## config.mk

```make
export PLATFORM = sky130hd
export DESIGN_NAME = signed_int_to_decimal_ascii_top
export DESIGN_NICKNAME = d
export VERILOG_FILES = /design/src/sidc_pkg.sv /design/src/sidc_bcd_conv.sv /design/src/signed_int_to_decimal_ascii_top.sv
export SDC_FILE = /design/constraint.sdc
export NUM_CORES = 1
export LEC_CHECK = 0
export ABC_CLOCK_PERIOD_IN_PS = 4500
export BUFFER_PORTS_ARGS = -buffer_cell sky130_fd_sc_hd__buf_4
export CORE_AREA = 2 2 162 164
export CTS_CLUSTER_SIZE = 25
export DETAILED_ROUTE_END_ITERATION = 12
export DIE_AREA = 0 0 164 166
export GPL_ROUTABILITY_DRIVEN = 0
export MAX_ROUTING_LAYER = met4
export SKIP_CTS_REPAIR_TIMING = 1
export SLEW_MARGIN = 10
export SYNTH_ARGS = -nofsm -noshare
export SYNTH_HDL_FRONTEND = slang
export SYNTH_HIERARCHICAL = 1
export SYNTH_SLANG_ARGS = --single-unit
```

## constraint.sdc

```tcl
create_clock -name clk -period 4.5 [get_ports clk]
set_clock_uncertainty 0.15 [all_clocks]
set_input_delay 0.9 -clock clk [delete_from_list [all_inputs] [get_ports clk]]
set_output_delay 0.9 -clock clk [all_outputs]
set_load 0.05 [all_outputs]
```

## src/sidc_pkg.sv

```systemverilog
package sidc_pkg;

    // Width of the integer taken in and of one ASCII character given out.
    localparam int VALUE_W = 32;
    localparam int CHAR_W  = 8;

    // Ten BCD digits cover every magnitude up to 2^32.
    localparam int DIGITS   = 10;
    localparam int BCD_W    = 4 * DIGITS;
    localparam int BITCNT_W = $clog2(VALUE_W);
    localparam int DIGCNT_W = $clog2(DIGITS + 1);

    localparam logic [CHAR_W-1:0] ASCII_ZERO  = 8'd48;
    localparam logic [CHAR_W-1:0] ASCII_MINUS = 8'd45;

    // Status passed from the binary-to-BCD converter to the top level.
    typedef struct packed {
        logic busy;
        logic done;
    } conv_status_t;

endpackage

```

## src/sidc_bcd_conv.sv

```systemverilog
module sidc_bcd_conv (
    input  logic                          clk,
    input  logic                          rst_n,
    input  logic                          start,
    input  logic [sidc_pkg::VALUE_W-1:0]  magnitude,
    output sidc_pkg::conv_status_t        status,
    output logic [sidc_pkg::BCD_W-1:0]    bcd
);
    import sidc_pkg::*;

    // Shift-and-add-3: one magnitude bit enters the BCD register per cycle.
    logic [VALUE_W-1:0]  mag_reg, mag_next;
    logic [BCD_W-1:0]    bcd_reg, bcd_next;
    logic [BITCNT_W-1:0] count_reg, count_next;
    logic                busy_reg, busy_next;
    logic                done_reg, done_next;
    logic [BCD_W-1:0]    adjusted;

    always_comb
    begin
        for (int d = 0; d < DIGITS; d++)
        begin
            if (bcd_reg[4*d +: 4] >= 4'd5)
            begin
                adjusted[4*d +: 4] = bcd_reg[4*d +: 4] + 4'd3;
            end
            else
            begin
                adjusted[4*d +: 4] = bcd_reg[4*d +: 4];
            end
        end
    end

    always_comb
    begin
        mag_next   = mag_reg;
        bcd_next   = bcd_reg;
        count_next = count_reg;
        busy_next  = busy_reg;
        done_next  = 1'b0;
        if (start)
        begin
            mag_next   = magnitude;
            bcd_next   = '0;
            count_next = '0;
            busy_next  = 1'b1;
        end
        else if (busy_reg)
        begin
            bcd_next   = {adjusted[BCD_W-2:0], mag_reg[VALUE_W-1]};
            mag_next   = {mag_reg[VALUE_W-2:0], 1'b0};
            count_next = count_reg + 1'b1;
            if (count_reg == BITCNT_W'(VALUE_W - 1))
            begin
                busy_next = 1'b0;
                done_next = 1'b1;
            end
        end
    end

    always_ff @(posedge clk or negedge rst_n)
    begin
        if (!rst_n)
        begin
            busy_reg  <= 1'b0;
            done_reg  <= 1'b0;
            count_reg <= '0;
        end
        else
        begin
            busy_reg  <= busy_next;
            done_reg  <= done_next;
            count_reg <= count_next;
        end
    end

    always_ff @(posedge clk)
    begin
        mag_reg <= mag_next;
        bcd_reg <= bcd_next;
    end

    assign status.busy = busy_reg;
    assign status.done = done_reg;
    assign bcd         = bcd_reg;

endmodule

```

## src/signed_int_to_decimal_ascii_top.sv

```systemverilog
// Signed integer to decimal text. Each item on the input channel carries one
// signed 32-bit value; the block answers with its decimal text as a run of
// ASCII characters on the output channel, most significant first, a minus
// sign leading for negative values, leading zeros dropped, zero giving a
// single '0'. The run is 1 to 11 items long and its final item has last set.
// The block handles one value at a time: in_stall is high from acceptance
// until the last character has been loaded into the output register. After
// the accepting edge a value passes through the bit-serial binary-to-BCD
// converter (one magnitude bit per cycle), and then the ten BCD digits are
// captured. Leading zeros are then stripped (one digit per cycle, at most
// nine) until a nonzero digit or the units digit is on top, and control
// moves on to emission. Emission loads the characters into the output
// register, the minus sign first for a negative value, while the output side
// keeps stall low; a stall on the output side holds emission back. A new
// item can be accepted once the last character has been loaded.
// The output register holds the final character while the next value is
// being accepted, so the two sides overlap at the seam between items.
module signed_int_to_decimal_ascii_top (
    input  logic                          clk,
    input  logic                          rst_n,
    input  logic                          in_valid,
    output logic                          in_stall,
    input  logic [sidc_pkg::VALUE_W-1:0]  value,
    output logic                          out_valid,
    input  logic                          out_stall,
    output logic [sidc_pkg::CHAR_W-1:0]   character,
    output logic                          last
);
    import sidc_pkg::*;

    typedef enum logic [1:0] {
        S_IDLE,
        S_CONV,
        S_SKIP,
        S_EMIT
    } state_t;

    state_t                state_reg, state_next;
    logic [BCD_W-1:0]      digit_reg, digit_next;
    logic [DIGCNT_W-1:0]   remaining_reg, remaining_next;
    logic                  neg_reg, neg_next;
    logic                  out_valid_reg, out_valid_next;
    logic [CHAR_W-1:0]     char_reg, char_next;
    logic                  last_reg, last_next;

    logic                  accept;
    logic                  slot_free;
    logic [VALUE_W-1:0]    magnitude;
    logic [BCD_W-1:0]      conv_bcd;
    conv_status_t          conv_stat;
    logic [3:0]            top_digit;

    assign accept    = in_valid && (state_reg == S_IDLE);
    assign slot_free = !out_valid_reg || !out_stall;
    // The most negative value negates to itself, which read unsigned is the
    // correct magnitude.
    assign magnitude = value[VALUE_W-1] ? (~value + 1'b1) : value;
    assign top_digit = digit_reg[BCD_W-1 -: 4];

    sidc_bcd_conv u_conv (
        .clk       (clk),
        .rst_n     (rst_n),
        .start     (accept),
        .magnitude (magnitude),
        .status    (conv_stat),
        .bcd       (conv_bcd)
    );

    always_comb
    begin
        state_next     = state_reg;
        digit_next     = digit_reg;
        remaining_next = remaining_reg;
        neg_next       = neg_reg;
        out_valid_next = out_valid_reg && out_stall;
        char_next      = char_reg;
        last_next      = last_reg;
        unique case (state_reg)
            S_IDLE:
            begin
                if (accept)
                begin
                    neg_next   = value[VALUE_W-1];
                    state_next = S_CONV;
                end
            end
            S_CONV:
            begin
                if (conv_stat.done)
                begin
                    digit_next     = conv_bcd;
                    remaining_next = DIGCNT_W'(DIGITS);
                    state_next     = S_SKIP;
                end
            end
            S_SKIP:
            begin
                // Drop leading zeros but always keep the units digit.
                if (top_digit == 4'd0 && remaining_reg != DIGCNT_W'(1))
                begin
                    digit_next     = {digit_reg[BCD_W-5:0], 4'd0};
                    remaining_next = remaining_reg - 1'b1;
                end
                else
                begin
                    state_next = S_EMIT;
                end
            end
            S_EMIT:
            begin
                if (slot_free)
                begin
                    out_valid_next = 1'b1;
                    if (neg_reg)
                    begin
                        char_next = ASCII_MINUS;
                        last_next = 1'b0;
                        neg_next  = 1'b0;
                    end
                    else
                    begin
                        char_next      = ASCII_ZERO + {4'd0, top_digit};
                        last_next      = (remaining_reg == DIGCNT_W'(1));
                        digit_next     = {digit_reg[BCD_W-5:0], 4'd0};
                        remaining_next = remaining_reg - 1'b1;
                        if (remaining_reg == DIGCNT_W'(1))
                        begin
                            state_next = S_IDLE;
                        end
                    end
                end
            end
            default:
            begin
                state_next = S_IDLE;
            end
        endcase
    end

    always_ff @(posedge clk or negedge rst_n)
    begin
        if (!rst_n)
        begin
            state_reg     <= S_IDLE;
            digit_reg     <= '0;
            remaining_reg <= '0;
            neg_reg       <= 1'b0;
            out_valid_reg <= 1'b0;
            char_reg      <= '0;
            last_reg      <= 1'b0;
        end
        else
        begin
            state_reg     <= state_next;
            digit_reg     <= digit_next;
            remaining_reg <= remaining_next;
            neg_reg       <= neg_next;
            out_valid_reg <= out_valid_next;
            char_reg      <= char_next;
            last_reg      <= last_next;
        end
    end

    assign in_stall  = (state_reg != S_IDLE);
    assign out_valid = out_valid_reg;
    assign character = char_reg;
    assign last      = last_reg;

    // The minus sign is never the final character of a run.
    a_minus_not_last: assert property (@(posedge clk) disable iff (!rst_n)
        out_valid_reg |-> !(char_reg == ASCII_MINUS && last_reg))
        else $error("minus sign flagged as last character");

    // A new value is only taken while the converter is free.
    a_accept_conv_free: assert property (@(posedge clk) disable iff (!rst_n)
        accept |-> !conv_stat.busy)
        else $error("value accepted while converter busy");

    // The converter finishes only while the control waits for it.
    a_done_in_conv: assert property (@(posedge clk) disable iff (!rst_n)
        conv_stat.done |-> state_reg == S_CONV)
        else $error("conversion finished outside the conversion state");

    // Stripping and emission always have at least one digit left to give.
    a_emit_has_digit: assert property (@(posedge clk) disable iff (!rst_n)
        (state_reg == S_EMIT || state_reg == S_SKIP) |-> remaining_reg != '0)
        else $error("digit count ran out before the last character");

endmodule
```

==> results.yml, run 1 <==
timing:
  tightest_slew_ns: 0.782
  fmax_mhz: 358
  fin_crit_ns: 2.79
  finalMaxSlewViolations: 0
  worst_slack_ns: 1.71
  setup_viol_count_final: 0
  fin_crit_sh_pct: 62.1
  hold_viol: 0
  slew_headroom_pct: 47.9
  rsz0062_at_grt: "false"
  fin_setup_tns_ns: 0
power:
  p_sw_share_pct: 39.9
  p_int_uw: 4030
  ir_drop_mv: 0.394
  p_sw_uw: 2680
  comb_power_share_pct: 44.9
  clkPwrFrac_pct: 19.9
  seq_power_share_pct: 35.2
  power_uw: 6710
  power_density_mw_per_mm2: 771
  p_leak_uw: 0.00350
clocking:
  cts_made_buffers: 17
  cts_tree: "done"
  clock-sinks: 134
  cts.clk_slew.worst_paths_ns: 0.06
  cts_root_buf: "clkbuf_16"
  h-tree-depth: 4
  insertion_delay_ns: 0.42
  cts.path.max_buffers: 2
floorplanning:
  core_mm2: 0.0256
  dieHeight_um: 166
  die_area_mm2: 0.0272
  die_x_um: 164
  initial_utilization_pct: 29.3
  ioPinCount: 47
  rows: 59
global_route:
  antenna_found_initial: 0
  grtUsageTotal_pct: 12.2
  first_global_vias: 5417
  gr-total-overflow: 0
  grt_pass1_wl_um: 26600
  grt_max_degree: 63
layout:
  fillers: 2598
  fin_cells: 1131
  syn_to_final_growth_pct: 15.8
  drive_gt1_share_pct: 19.0
  seqCellArea_mm2: 0.00331
  multiInputGateArea_mm2: 0.00382
  nNetsFinal: 849
  diodes: 0
hold_path:
  hp-class: "register to register"
setup_path:
  path_buf_inv: 1
  start_kind: "input port"
  max_stage_delay_ns: 0.57
  crit_top_cell: "or4_4"
  end_kind: "register"
  arrival_ns: 2.81
  worstSetupPathType: "input port to register"
  crit_family: "simple AND/OR/NAND/NOR gates"
  crit_chain: "buf_4 -> or4_4 -> or4_4 -> o41ai_2 -> xnor2_1 -> mux2_2"
  cpMaxStageDelayCell: "or4_4"
  cp_max_fo: 5
  cp_data_required_time_ns: 4.52
routing:
  wirelength_um: 15400
  wire_per_inst_um: 13.6
  drtIter0Drc: 301
  firstDrtPassIters: 5
  ant_nets: 0
  vias: 5691
  via_per_inst: 5.03
  drc: 0
placement:
  portBuffers: 44
  post-place-ws_ns: 1.26
  dp_hpwl_um: 10200
  dp_cells: 1099
logic_synthesis:
  yosys_warnings: 6
  synthCells: 758
  syn_area_mm2: 0.00751
  syn_avg_cell_area_um2: 9.91
job:
  max-cap-violations: 0
status:
  status: "finished, final reports clean"
## power by group through the flow
stage	Combinational [uW]	Clock, uW	Sequential, uW
finish	3020	1340	2360
detailed placement	3000	0	2380
global placement	2940	0	2380
CTS	3020	1370	2370
floorplan	2400	0	2310
global route	3410	1430	2450
## layout by cell type, fill, tap and decap left out, types with 8 or more instances in the layout
master / instances
nor2_1: 32
nand2_1: 41
a31oi_1: 38
mux2i_1: 39
nand3_1: 16
nand4_1: 10
mux2_2: 35
ha_1: 30
or3_1: 9
o21ai_0: 38
nand2b_1: 8
inv_1: 44
o21ai_1: 12
a21oi_1: 68
dfxtp_1: 40
dfrtp_1: 61
edfxtp_1: 32
buf_4: 54
o31ai_1: 14
xnor2_1: 31
clkbuf_16: 18
nor3_1: 14
## final timing paths
check | start | to | slack (ns) | cells past startpoint
max | value[12] | u_conv/mag_reg[25] | 1.71 | 6
min | character[5] | character[5] | 0.33 | 1
max reg2reg | remaining_reg[1] | remaining_reg[0] | 1.96 | 6
min reg2reg | character[5] | character[5] | 0.33 | 1
max in group asynchronous | rst_n | u_conv/busy_reg | 3.25 | 1
min in group asynchronous | rst_n | state_reg[1] | 0.42 | 1
## stage by stage
stage	hold WS, ns	util (%)	area [um^2]
final	0.325	34.0	8700
after global routing	0.347	34.0	8700
after CTS	0.333	34.0	8700
after detailed placement	0.317	31.7	8130
after global placement	0.304	31.7	8130
after floorplan	0.294	-	7520
## cell type report
type	count	area share [%]
Inverter	44	1.90
Multi-Input combinational cell	532	43.9
Sequential cell	134	38.1
Timing Repair Buffer	54	4.66
Clock buffer	19	5.34
Tap cell	335	4.82
Clock inverter	13	1.28
## per-layer routing
metal / global-route usage (%) / vias to the layer above / part of all wire [%]
li1: - / 2868 / -
met1: 16.9 / 2714 / 50
met2: 17.7 / 99 / 44
met3: 3.02 / 10 / 4.1
met4: 3.20 / 0 / 1.0
met5: - / - / 0
## worst register-to-register path, delay by kind of cell (launching register included)
family | cells | cell delay, ns
compound gates | 1 | 0.47
mux | 1 | 0.36
buf+inv | 1 | 0.08
fa+ha+maj | 1 | 0.13
simple gates | 2 | 0.85
flops | 1 | 0.39
No activity file was read; power rests on OpenSTA's default activity.
==> run 2, diff against run 1 <==
--- a/config.mk
+++ b/config.mk
@@ -5,7 +5,7 @@
 export SDC_FILE = /design/constraint.sdc
 export NUM_CORES = 1
 export LEC_CHECK = 0
-export ABC_CLOCK_PERIOD_IN_PS = 4500
+export ABC_CLOCK_PERIOD_IN_PS = 2410
 export BUFFER_PORTS_ARGS = -buffer_cell sky130_fd_sc_hd__buf_4
 export CORE_AREA = 2 2 162 164
 export CTS_CLUSTER_SIZE = 25
==> constraint.sdc (replaced) <==
create_clock -name clk -period 2.41 [get_ports clk]
set_clock_uncertainty 0.15 [all_clocks]
set_input_delay 0.482 -clock clk [delete_from_list [all_inputs] [get_ports clk]]
set_output_delay 0.482 -clock clk [all_outputs]
set_load 0.05 [all_outputs]
==> run 2 against run 1 <==
  * Utilization rose by 1.4 points
  * Final cell count grew 3.3%
  * Total power grew 89%
  * Critical path depth unchanged
  * Global-route usage rose by 0.31 points
  * Via count rose by 1.5%
  * Sequential power grew 86%
  * Routed wire length grew 2.8%
  * Worst setup slack got worse by 1.7 ns
  * Critical path type unchanged
==> results.yml, run 2 (synthesis gave the netlist of run 1 again) <==
timing:
  hold_viol: 0
  fin_crit_ns: 2.38
  fin_hold_ws_ns: 0.155
  fin_crit_sh_pct: 98.8
  rsz0062_at_grt: "false"
  finalMaxSlewViolations: 0
  fmax_mhz: 420
  setup_viol_count_final: 0
layout:
  multiInputGateArea_mm2: 0.00385
  seqCellArea_mm2: 0.00331
  final_cell_mix: "87 x buf_4, 68 x a21oi_1, 61 x dfrtp_1"
  diodes: 0
  syn_to_final_growth_pct: 20.4
  fillers: 2551
  utilization_pct: 35.3
  drive_gt1_share_pct: 22.3
  nNetsFinal: 887
  layout_commonest_cell: "buf_4"
clocking:
  cts_root_buf: "clkbuf_16"
  cts_made_buffers: 17
  cts_tree: "done"
  h-tree-depth: 4
  cts.path.max_buffers: 2
  clock-sinks: 134
  cts.clk_slew.worst_paths_ns: 0.06
  insertion_delay_ns: 0.42
setup_path:
  cp_max_fo: 5
  ff2ff_path_depth: 7
  cp_data_required_time_ns: 2.43
  r2r_end: "digit_reg[26]"
  arrival_ns: 2.40
  r2r_start: "remaining_reg[1]"
  reg2reg_slack_ns: 0.20
  worstSetupPathType: "input port to register"
  end_kind: "register"
  start_kind: "input port"
global_route:
  antenna_found_initial: 0
  grt_pass1_wl_um: 27000
  gr-total-overflow: 0
  grt_max_degree: 46
  grtUsageTotal_pct: 12.5
  first_global_vias: 5483
routing:
  firstDrtPassIters: 5
  drtIter0Drc: 364
  drc: 0
  via_per_inst: 4.95
  ant_nets: 0
  wirelength_um: 15800
  wire_per_inst_um: 13.6
  vias: 5776
floorplanning:
  ioPinCount: 47
  die_area_mm2: 0.0272
  rows: 59
  initial_utilization_pct: 29.3
  die_x_um: 164
  dieHeight_um: 166
  core_mm2: 0.0256
power:
  p_leak_uw: 0.00370
  ir_drop_mv: 0.772
  power_density_mw_per_mm2: 1400
placement:
  dp_hpwl_um: 10800
  portBuffers: 44
hold_path:
  holdPathEnd: "out_valid"
  hp-class: "input port to register"
  hp-start: "out_stall"
  whs_path_depth: 3
status:
  status: "finished, final reports clean"
job:
  max-cap-violations: 0
==> run 2: cell count changes in the layout (fill, tap and decap cells not counted), moves of 2 or more <==
cell        delta
clkinv_4       -3
buf_12         +4
clkinv_2       +2
buf_4         +33
clkbuf_1       +7
clkinvlp_4     -3
inv_6          -5
clkbuf_8       +2
==> run 2: power by group <==
group | switching (uW) | leakage, uW | internal [uW] | total [uW]
Clock | 923 | 0.000274 | 1560 | 2480
Sequential | 829 | 0.00140 | 3560 | 4390
Combinational | 3120 | 0.00203 | 2680 | 5800
==> run 2: how the worst max path moves through the flow <==
stage	startpoint	endpoint	slack (ns)	cells past startpoint
6_report	value[12]	u_conv/mag_reg[25]	0.03	6
5_1_grt	value[12]	u_conv/mag_reg[25]	0.004	6
4_1_cts	value[12]	u_conv/mag_reg[25]	0.05	6
3_5_place_dp	value[12]	u_conv/mag_reg[25]	-0.41	6
3_3_place_gp	value[12]	u_conv/mag_reg[25]	-0.39	6
2_1_floorplan	value[12]	u_conv/mag_reg[25]	-0.20	5
==> run 2: per-stage QoR <==
| step | power, uW | TNS [ns] | instance area [um^2] | setup slack, ns | instances |
|---|---|---|---|---|---|
| after CTS | 12800 | 0 | 9040 | 0.0458 | 1167 |
| final | 12700 | 0 | 9050 | 0.0300 | 1168 |
| after floorplan | 8820 | -0.651 | 7550 | -0.196 | 759 |
| after global placement | 10100 | -2.48 | 8480 | -0.391 | 1136 |
| after global routing | 13700 | 0 | 9050 | 0.00407 | 1168 |
| after detailed placement | 10300 | -2.71 | 8480 | -0.410 | 1136 |
==> run 2: layer usage <==
metal  up-vias  routed length (um)  track usage, %
met1      2747                8060            16.9
met3        12                 604            3.30
met4         0                 144            3.13
met5         -                   0               -
li1       2924                   -               -
met2        93                7030            18.6
==> run 2: cell type report <==
class	count	share of cell area (%)
clock buffer	28	5.72
clock inverter	3	0.442
inverter	44	1.87
multi-input combinational	532	42.5
sequential	134	36.6
tap	335	4.63
timing repair buffer	92	8.21
==> run 2: worst max-delay path, stage by stage <==
cell and delay, ns:
buf_4 0.11, or4_4 0.54, or4_4 0.58, o41ai_2 0.32
xnor2_1 0.10, mux2_2 0.26
